--- src/rtl/psrt_pkg.sv ---
// Shared types, constants and tables for the point scale/rotate/translate block.
// No dependencies; used by every module under rtl.
`default_nettype none
package psrt_pkg;

  localparam int COORD_WIDTH  = 32;
  localparam int FRAC_BITS    = 16;
  localparam int CORDIC_STEPS = 16;

  localparam int TRIG_FRAC  = 16;
  localparam int TRIG_W     = 18;
  localparam int ANGLE_W    = 19;
  localparam int SCALE_W    = 32;
  localparam int SHIFT_W    = 32;
  localparam int CFG_IDX_W  = 3;
  localparam int CFG_DATA_W = 32;
  localparam int CORDIC_W   = 34;

  localparam logic signed [ANGLE_W-1:0]  ANG_HALF_PI = 19'sd102944;
  localparam logic signed [ANGLE_W-1:0]  ANG_PI      = 19'sd205887;
  localparam logic signed [CORDIC_W-1:0] CORDIC_GAIN = 34'sd652032874;
  localparam logic signed [TRIG_W-1:0]   TRIG_ONE    = 18'sd65536;

  typedef enum logic [CFG_IDX_W-1:0] {
    CFG_SCALE   = 3'd0,
    CFG_ANGLE_X = 3'd1,
    CFG_ANGLE_Y = 3'd2,
    CFG_ANGLE_Z = 3'd3,
    CFG_SHIFT_X = 3'd4,
    CFG_SHIFT_Y = 3'd5,
    CFG_SHIFT_Z = 3'd6
  } cfg_idx_t;

  typedef enum logic [1:0] {
    TRIG_LOAD,
    TRIG_ITER,
    TRIG_STORE,
    TRIG_DONE
  } trig_state_t;

  typedef logic signed [TRIG_W-1:0] trig_t;

  typedef struct packed {
    trig_t cos_x;
    trig_t sin_x;
    trig_t cos_y;
    trig_t sin_y;
    trig_t cos_z;
    trig_t sin_z;
  } trig_set_t;

  // arctangent of 2^-i, Q2.30, truncated
  function automatic logic signed [CORDIC_W-1:0] atan_q30(input logic [4:0] idx);
    logic signed [CORDIC_W-1:0] v;
    unique case (idx)
      5'd0:    v = 34'sd843314856;
      5'd1:    v = 34'sd497837829;
      5'd2:    v = 34'sd263043836;
      5'd3:    v = 34'sd133525158;
      5'd4:    v = 34'sd67021686;
      5'd5:    v = 34'sd33543515;
      5'd6:    v = 34'sd16775850;
      5'd7:    v = 34'sd8388437;
      5'd8:    v = 34'sd4194282;
      5'd9:    v = 34'sd2097149;
      5'd10:   v = 34'sd1048575;
      5'd11:   v = 34'sd524287;
      5'd12:   v = 34'sd262143;
      5'd13:   v = 34'sd131071;
      5'd14:   v = 34'sd65535;
      5'd15:   v = 34'sd32767;
      5'd16:   v = 34'sd16383;
      5'd17:   v = 34'sd8191;
      5'd18:   v = 34'sd4095;
      5'd19:   v = 34'sd2047;
      5'd20:   v = 34'sd1023;
      5'd21:   v = 34'sd511;
      5'd22:   v = 34'sd255;
      5'd23:   v = 34'sd127;
      default: v = '0;
    endcase
    return v;
  endfunction

endpackage
`default_nettype wire

--- src/rtl/psrt_trig.sv ---
// Iterative CORDIC that fills the cosine/sine cache for the three angles.
// Depends on psrt_pkg.
`default_nettype none
module psrt_trig #(
  parameter int CORDIC_STEPS = psrt_pkg::CORDIC_STEPS
) (
  input  wire                                    clk,
  input  wire                                    rst_n,
  input  wire                                    restart,
  input  wire logic signed [psrt_pkg::ANGLE_W-1:0] angle_x,
  input  wire logic signed [psrt_pkg::ANGLE_W-1:0] angle_y,
  input  wire logic signed [psrt_pkg::ANGLE_W-1:0] angle_z,
  output psrt_pkg::trig_set_t                    trig,
  output logic                                   trig_ok
);

  localparam int SW = (CORDIC_STEPS > 1) ? $clog2(CORDIC_STEPS) : 1;
  localparam int CW = psrt_pkg::CORDIC_W;

  psrt_pkg::trig_state_t state_r, state_nxt;
  logic [1:0]    axis_r, axis_nxt;
  logic [SW-1:0] step_r, step_nxt;

  logic signed [CW-1:0] cx_r, cy_r, cz_r;
  logic                 flip_r;
  psrt_pkg::trig_set_t  cache_r;

  logic signed [psrt_pkg::ANGLE_W-1:0] ang;
  logic signed [psrt_pkg::ANGLE_W:0]   ang_fold;
  logic                                fold;
  logic signed [CW-1:0] dx, dy, at;
  logic signed [CW-1:0] rx, ry, nx, ny;
  psrt_pkg::trig_t      cv, sv;

  always_ff @(posedge clk) begin
    if (!rst_n) begin
      state_r <= psrt_pkg::TRIG_LOAD;
      axis_r  <= 2'd0;
      step_r  <= '0;
    end else begin
      state_r <= state_nxt;
      axis_r  <= axis_nxt;
      step_r  <= step_nxt;
    end
  end

  always_comb begin
    state_nxt = state_r;
    axis_nxt  = axis_r;
    step_nxt  = step_r;
    unique case (state_r)
      psrt_pkg::TRIG_LOAD: begin
        state_nxt = psrt_pkg::TRIG_ITER;
        step_nxt  = '0;
      end
      psrt_pkg::TRIG_ITER: begin
        if (step_r == SW'(CORDIC_STEPS - 1)) begin
          state_nxt = psrt_pkg::TRIG_STORE;
        end else begin
          step_nxt = step_r + 1'b1;
        end
      end
      psrt_pkg::TRIG_STORE: begin
        if (axis_r == 2'd2) begin
          state_nxt = psrt_pkg::TRIG_DONE;
        end else begin
          state_nxt = psrt_pkg::TRIG_LOAD;
          axis_nxt  = axis_r + 2'd1;
        end
      end
      psrt_pkg::TRIG_DONE: state_nxt = psrt_pkg::TRIG_DONE;
      default:             state_nxt = psrt_pkg::TRIG_LOAD;
    endcase
    if (restart) begin
      state_nxt = psrt_pkg::TRIG_LOAD;
      axis_nxt  = 2'd0;
    end
  end

  always_comb begin
    unique case (axis_r)
      2'd0:    ang = angle_x;
      2'd1:    ang = angle_y;
      default: ang = angle_z;
    endcase
    fold = 1'b1;
    if (ang > psrt_pkg::ANG_HALF_PI) begin
      ang_fold = ang - psrt_pkg::ANG_PI;
    end else if (ang < -psrt_pkg::ANG_HALF_PI) begin
      ang_fold = ang + psrt_pkg::ANG_PI;
    end else begin
      ang_fold = ang;
      fold     = 1'b0;
    end
  end

  assign dx = cy_r >>> step_r;
  assign dy = cx_r >>> step_r;
  assign at = psrt_pkg::atan_q30(5'(step_r));

  // Q2.30 to Q1.16, round half up
  assign rx = (cx_r + CW'(8192)) >>> 14;
  assign ry = (cy_r + CW'(8192)) >>> 14;
  assign nx = flip_r ? -rx : rx;
  assign ny = flip_r ? -ry : ry;

  always_comb begin
    if (nx > CW'(psrt_pkg::TRIG_ONE)) begin
      cv = psrt_pkg::TRIG_ONE;
    end else if (nx < -CW'(psrt_pkg::TRIG_ONE)) begin
      cv = -psrt_pkg::TRIG_ONE;
    end else begin
      cv = nx[psrt_pkg::TRIG_W-1:0];
    end
    if (ny > CW'(psrt_pkg::TRIG_ONE)) begin
      sv = psrt_pkg::TRIG_ONE;
    end else if (ny < -CW'(psrt_pkg::TRIG_ONE)) begin
      sv = -psrt_pkg::TRIG_ONE;
    end else begin
      sv = ny[psrt_pkg::TRIG_W-1:0];
    end
  end

  always_ff @(posedge clk) begin
    if (!rst_n) begin
      cache_r <= '0;
    end else begin
      unique case (state_r)
        psrt_pkg::TRIG_LOAD: begin
          cx_r   <= psrt_pkg::CORDIC_GAIN;
          cy_r   <= '0;
          cz_r   <= CW'(ang_fold) <<< 14;
          flip_r <= fold;
        end
        psrt_pkg::TRIG_ITER: begin
          if (!cz_r[CW-1]) begin
            cx_r <= cx_r - dx;
            cy_r <= cy_r + dy;
            cz_r <= cz_r - at;
          end else begin
            cx_r <= cx_r + dx;
            cy_r <= cy_r - dy;
            cz_r <= cz_r + at;
          end
        end
        psrt_pkg::TRIG_STORE: begin
          unique case (axis_r)
            2'd0: begin
              cache_r.cos_x <= cv;
              cache_r.sin_x <= sv;
            end
            2'd1: begin
              cache_r.cos_y <= cv;
              cache_r.sin_y <= sv;
            end
            default: begin
              cache_r.cos_z <= cv;
              cache_r.sin_z <= sv;
            end
          endcase
        end
        default: begin
        end
      endcase
    end
  end

  assign trig    = cache_r;
  assign trig_ok = (state_r == psrt_pkg::TRIG_DONE);

endmodule
`default_nettype wire

--- config.mk ---
export PLATFORM = sky130hd
export DESIGN_NAME = psrt_trig
export DESIGN_NICKNAME = d
export VERILOG_FILES = /design/src/rtl/psrt_pkg.sv /design/src/rtl/psrt_trig.sv
export SDC_FILE = /design/constraint.sdc
export NUM_CORES = 1
export LEC_CHECK = 0
export BUFFER_PORTS_ARGS = -buffer_cell sky130_fd_sc_hd__buf_2
export CORE_MARGIN = 10
export CORE_UTILIZATION = 48
export CTS_BUF_LIST = sky130_fd_sc_hd__clkbuf_2 sky130_fd_sc_hd__clkbuf_4 sky130_fd_sc_hd__clkbuf_8
export CTS_CLUSTER_SIZE = 28
export DETAILED_ROUTE_END_ITERATION = 12
export GPL_ROUTABILITY_DRIVEN = 1
export PLACE_DENSITY = 0.66
export SYNTH_ARGS = -nofsm -noshare
export SYNTH_HDL_FRONTEND = slang
export SYNTH_SLANG_ARGS = --single-unit
--- constraint.sdc ---
create_clock -name clk -period 8.1 [get_ports clk]
set_input_delay 0.405 -clock clk [delete_from_list [all_inputs] [get_ports clk]]
set_output_delay 0.405 -clock clk [all_outputs]
set_load 0.01 [all_outputs]
Yosys cells after proc, flatten, opt, wreduce, memory -nomap -nowiden
Memory sizes are Yosys's and may differ from the RTL's. A register that Yosys moved wholly into a read port is not among the register bits.
Cells that the tools add are included.
{"block": "totals", "ff_bits": 219, "romBits": 480, "word_cells": 82, "memories": 1}
{"block": "classes", "addsub": 14, "n_lt_le_gt_ge": 6, "eq_ne": 8, "shift": 2, "muxes": 23, "bitwise_logic": 3, "reduce_logical": 12}
{"name": "(no name shown)", "words": 16, "width": 30, "rd": 1, "rd_ports_with_merged_regs": 1, "wr": 0, "line": "psrt_pkg.sv:55", "source": "unique case (idx)"}
{"op": "one-hot mux 34 bit (2 select lines)", "n": 3}
{"op": "2-to-1 mux 34 bit", "n": 5}
{"op": "adder 34 bit", "n": 3}
{"op": "subtractor 34 bit", "n": 3}
{"op": "2-to-1 mux 18 bit", "n": 4}
{"op": "adder 34 x 15 -> 34 bit, second input constant", "n": 2}
{"op": "greater-than comparator 34 x 18 -> 1 bit, second input constant", "n": 2}
{"op": "< comparator 34 x 17 -> 1 bit, second input constant", "n": 2}
{"op": "negation 20 -> 34 bit", "n": 2}
{"op": ">>> shifter 34 x 4 -> 34 bit", "n": 2}
{"op": "2-to-1 mux 20 bit", "n": 2}
{"op": "one-hot mux 19 bit (2 select lines)", "n": 1}
{"op": "adder 19 x 19 -> 20 bit, second input constant", "n": 1}
{"op": "subtractor 19 x 19 -> 20 bit, second input constant", "n": 1}
{"op": "greater-than comparator 19 x 18 -> 1 bit, second input constant", "n": 1}
{"op": "< comparator 19 x 18 -> 1 bit, second input constant", "n": 1}
{"op": "AND reduction 2 bit", "n": 7}
{"op": "2-to-1 mux 4 bit", "n": 3}
{"op": "one-hot mux 2 bit (4 select lines)", "n": 1}
{"op": "one-hot mux 4 bit (2 select lines)", "n": 1}
{"op": "equality test 2 bit, second input constant", "n": 3}
{"op": "adder 4 x 1 -> 4 bit, second input constant", "n": 1}
{"op": "equality test 2 x 1 -> 1 bit, second input constant", "n": 2}
{"op": "equality test 4 bit, second input constant", "n": 1}
{"op": "other kinds (8)", "n": 14}

Longest topological paths before layout
{"block": "logic_depth", "word_depth": 6, "mapped_depth": 27, "ltp_nobuf": 22}

Worst setup path before layout
Ideal clock, no wire load.
{"block": "synth_path", "path_kind": "input-to-reg", "from": "input rst_n", "to": "register flip_r (enable)", "setup_time_ns": 0.312, "t_arrival_ns": 5.822, "t_required_ns": 7.788, "setup_slack_ns": 1.966, "stages": 4, "cell_sequence": "buf_2 -> clkbuf_1 -> nor2b_1 -> nor2b_1"}
{"block": "synth_via", "elab_chain_cells": 1}
{"element": "start, declared", "line": "psrt_trig.sv:8", "source": "input wire rst_n,"}
{"element": "AND reduction 2 bit (no source line)"}
{"element": "end signal, assigned", "line": "psrt_trig.sv:133", "source": "flip_r <= fold;"}
{"element": "end, declared", "line": "psrt_trig.sv:25", "source": "logic flip_r;"}
No other way between the ends.
A chain may end at the register's enable or synchronous reset.

Final worst setup path
{"block": "layout_path", "from": "register step_r[1]", "to": "register cy_r[33] (data pin)"}
{"block": "layout_via", "elab_chain_cells": 4, "word_cells_on_any_way": 5, "cone_classes": "2 x add/sub; 1 x shift; 2 x mux"}
{"element": "start, declared", "line": "psrt_trig.sv:22", "source": "logic [SW-1:0] step_r, step_nxt;"}
{"element": "start signal, assigned", "line": "psrt_trig.sv:43", "source": "step_r <= step_nxt;"}
{"element": ">>> shifter 34 x 4 -> 34 bit (*)", "line": "psrt_trig.sv:98", "source": "assign dy = cx_r >>> step_r;"}
{"element": "adder 34 bit / subtractor 34 bit (equally long branches)", "line": "psrt_trig.sv:138, psrt_trig.sv:142"}
{"element": "2-to-1 mux 34 bit (*)", "line": "psrt_trig.sv:136", "source": "if (!cz_r[CW-1]) begin"}
{"element": "one-hot mux 34 bit (2 select lines) (*)", "line": "psrt_trig.sv:128", "source": "unique case (state_r)"}
{"element": "end signal, assigned", "line": "psrt_trig.sv:138", "source": "cy_r <= cy_r + dy;"}
{"element": "end signal, assigned", "line": "psrt_trig.sv:142", "source": "cy_r <= cy_r - dy;"}
{"element": "end, declared", "line": "psrt_trig.sv:24", "source": "logic signed [CW-1:0] cx_r, cy_r, cz_r;"}
Every way passes the cells marked *; elsewhere a longest branch is shown, timed or not.

==> metrics.md <==
| Metric | Value |
|---|---|
| Post-CTS setup buffer count | `0` |
| Most common cell after layout, fill and taps aside | `nand2_1` |
| WS Path Type | `register to register` |
| Syn avg cell area | `8.36 sq um` |
| Post-CTS sizing | `0` |
| Critical Path RT | `8.44 ns` |
| Slew headroom | `23.9%` |
| Die ar. | `0.0558 sq mm` |
| Sequential-to-total area share from yosys stat | `26.7%` |
| Antenna violations before repair | `1` |
| Port-buffer cells | `168` |
| Total congestion overflow | `0` |
| Worst-Skew Late Latency | `0.61 ns` |
| Power Total | `0.00568 W` |
| Clk buf depth | `3` |
| Worst Setup Start Kind | `register` |
| Chip Width | `236 um` |
| I/O pin count | `169` |
| DRT Pass-1 Iters | `6` |
| Vias | `20793` |
| Distinct cell type count after synthesis | `101` |
| Syn_nets | `2866` |
| YS warnings | `0` |
| Synth Register Bits | `248` |
| Tcrit/Tclk final | `81.0%` |
| Worst EP arrival | `6.90 ns` |
| Endpoints failing setup | `0` |
| Fmax achieved | `152 MHz` |
| Slew Limit Fails | `0` |
| Highest-delay cell along the critical path | `dfxtp_4` |
| CTS Buf Count | `45` |
| Routed len/inst | `20.0 um` |
| Peak supply drop | `152 uV` |
| # DRC | `0` |
| WL final | `68100 um` |
| Crit-path most repeated cell | `nand2_1` |
| Core Region | `0.0464 sq mm` |
| Setup_tns | `0 ns` |
| Max Cap Viol | `0` |
| Clock root cell | `clkbuf_8` |
| Worst Skew | `0.0285 ns` |
| Status | `complete, no violations` |
| Worst slew pin tran | `1.14 ns` |
| CP max FO | `50` |
| Switch share | `42.1%` |
| Sink Count | `248` |
| Vias per Instance | `6.11` |
| Largest net degree at the start of global routing | `65` |
| Final Net Count | `2946` |
| HPWL after detailed placement | `50900 um` |
| Hold Slack | `0.140 ns` |
| Post-Syn Instances | `2682` |
| CP Cell Sequence | `buf_4, mux4_2, nand2_1, nand2_1, o21ai_0, nand4_1, or3_1, nor2_1, and3_1, a21oi_1, xor2_1, ha_1, and3_1, nand2_1, or4_1, a31oi_1, a2111oi_0, o21ba_2, a21oi_1, xnor2_1, nor2_1` |
| Min Tclk post-route | `6.56 ns` |
| Post-synth ARST share | `0%` |
| Sequential Power Share | `29.9%` |
| Hold Path Class | `primary input to register` |
| Commonest cells after routing, fill and taps aside | `nand2_1, nor2_1, a21oi_1, buf_2, xnor2_1` |
| Crit. End Element | `register` |
| CTS tree | `yes` |
| Buf/Inv on CP | `1` |
| Synth Cell Area | `0.0224 sq mm` |
| Initial core utilization | `48.4%` |
| FP Rows | `79` |
| H-tree depth | `2` |
| Placer congestion estimate | `0.937` |
| Delay-heaviest family, CP | `simple AND/OR/NAND/NOR gates` |
| Routed Antenna Nets | `0` |
| RSZ-0062 raised after global routing | `no` |
| Hold_buf cts | `0` |
| Clk pwr share | `21.7%` |
| Net switching power figure | `0.00239 W` |
| P_int | `0.00329 W` |
| Dominant synthesized flop cell | `dfxtp_1` |
| Number of synthesized flops with an enable pin | `103` |
| Leak | `9.95 nW` |
| GRT Util Overall | `23.2%` |
| Crit path largest cell delay | `0.85 ns` |
| Die height | `236 um` |
| Fill cell count | `4382` |
| Synth-to-Final Area Change | `9.04%` |
| Reg clk slew, reported paths | `0.06 ns` |
| Fraction of layout cells with a size suffix above 1 | `15.4%` |
| Vias in the first global route | `19969` |
| Comb power frac | `48.3%` |
| P per Cell Area | `232 mW/mm^2` |
| 1st-iter DRT viols | `1763` |
| First-pass GRT wire length | `108000 um` |
| Final Hold Viols | `0` |
## cell type report
type,instances,area (sq um),area share (%)
clock inverters,8,46.3,0.189
inverters,79,297,1.21
flip-flops and latches,248,6000,24.6
clock buffers,70,882,3.61
repair buffers,185,968,3.96
multi-input cells,2203,15500,63.4
diodes,1,2.50,0.0102
well taps,607,759,3.11
## flip-flops by register name (all words and copies together) (netlist names)
| register | cells |
|---|---|
| trig | 108 |
| cx_r | 34 |
| cy_r | 34 |
| cz_r | 34 |
| at | 29 |
| step_r | 4 |
| axis_r | 2 |
| state_r | 2 |
| flip_r | 1 |
## synth_stat cells (57+ instances only)
library cell | n | share of area (%)
nand2_1 | 326 | 5.5
nor2_1 | 232 | 3.9
a21oi_1 | 209 | 4.7
xnor2_1 | 149 | 5.8
dfxtp_1 | 145 | 13
o21ai_0 | 133 | 3.0
ha_1 | 121 | 6.8
xor2_1 | 113 | 4.4
edfxtp_1 | 103 | 14
clkbuf_1 | 94 | 1.6
inv_1 | 77 | 1.3
nand3_1 | 71 | 1.6
mux4_2 | 60 | 6.0
nor3_1 | 57 | 1.3
## kinds of logic (layout without fill, tap and decap cells)
family	count (synthesis)	in the layout	synth area share, %
mux	141	141	10.0
fa+ha+maj	124	124	7.02
buf+inv	231	342	4.31
other cells	0	1	0
flops	248	248	26.7
xor+xnor	262	262	10.2
compound gates	724	724	21.2
simple gates	952	952	20.5
## power groups by stage
stage / Sequential (W) / Clock (W) / Combinational [W]
global route: 0.00170 / 0.00131 / 0.00305
floorplan: 0.00152 / 0 / 0.00223
finish: 0.00170 / 0.00124 / 0.00275
CTS: 0.00169 / 0.00126 / 0.00272
global placement: 0.00171 / 0 / 0.00266
detailed placement: 0.00171 / 0 / 0.00269
## layer usage
layer / share of wire [%] / global-route usage [%] / vias to the layer above
li1: - / - / 9972
met1: 41 / 28.1 / 9896
met2: 48 / 40.0 / 775
met3: 6.2 / 3.51 / 150
met4: 3.9 / 10.3 / 0
met5: 0 / 0 / -
## through the flow
step                std cells  area (sq um)  setup slack [ns]  utilization (%)
floorplan                2682         22400              1.97                -
global placement         3322         23500              1.72             50.7
detailed placement       3322         23500              1.62             50.7
CTS                      3400         24400              1.60             52.7
global route             3401         24400              1.07             52.7
finish                   3401         24400              1.54             52.7
## path summary, 6_finish.rpt
kind                     startpoint                endpoint  slack (ns)  cells after the start
max          step_r[1]$_SDFFE_PN0N_  cy_r[33]$_SDFFCE_PN0P_        1.54                     21
max reg2reg  step_r[1]$_SDFFE_PN0N_  cy_r[33]$_SDFFCE_PN0P_        1.54                     21
min reg2reg   trig[38]$_SDFFE_PN0P_   trig[38]$_SDFFE_PN0P_        0.45                      2
min                         restart  axis_r[0]$_SDFFE_PP0P_        0.14                      3
## worst min-delay path, stage by stage
cell	delay, ns
buf_2	0.07
nand2b_1	0.16
nor2_1	0.06
(Power assumes the default switching activity.)
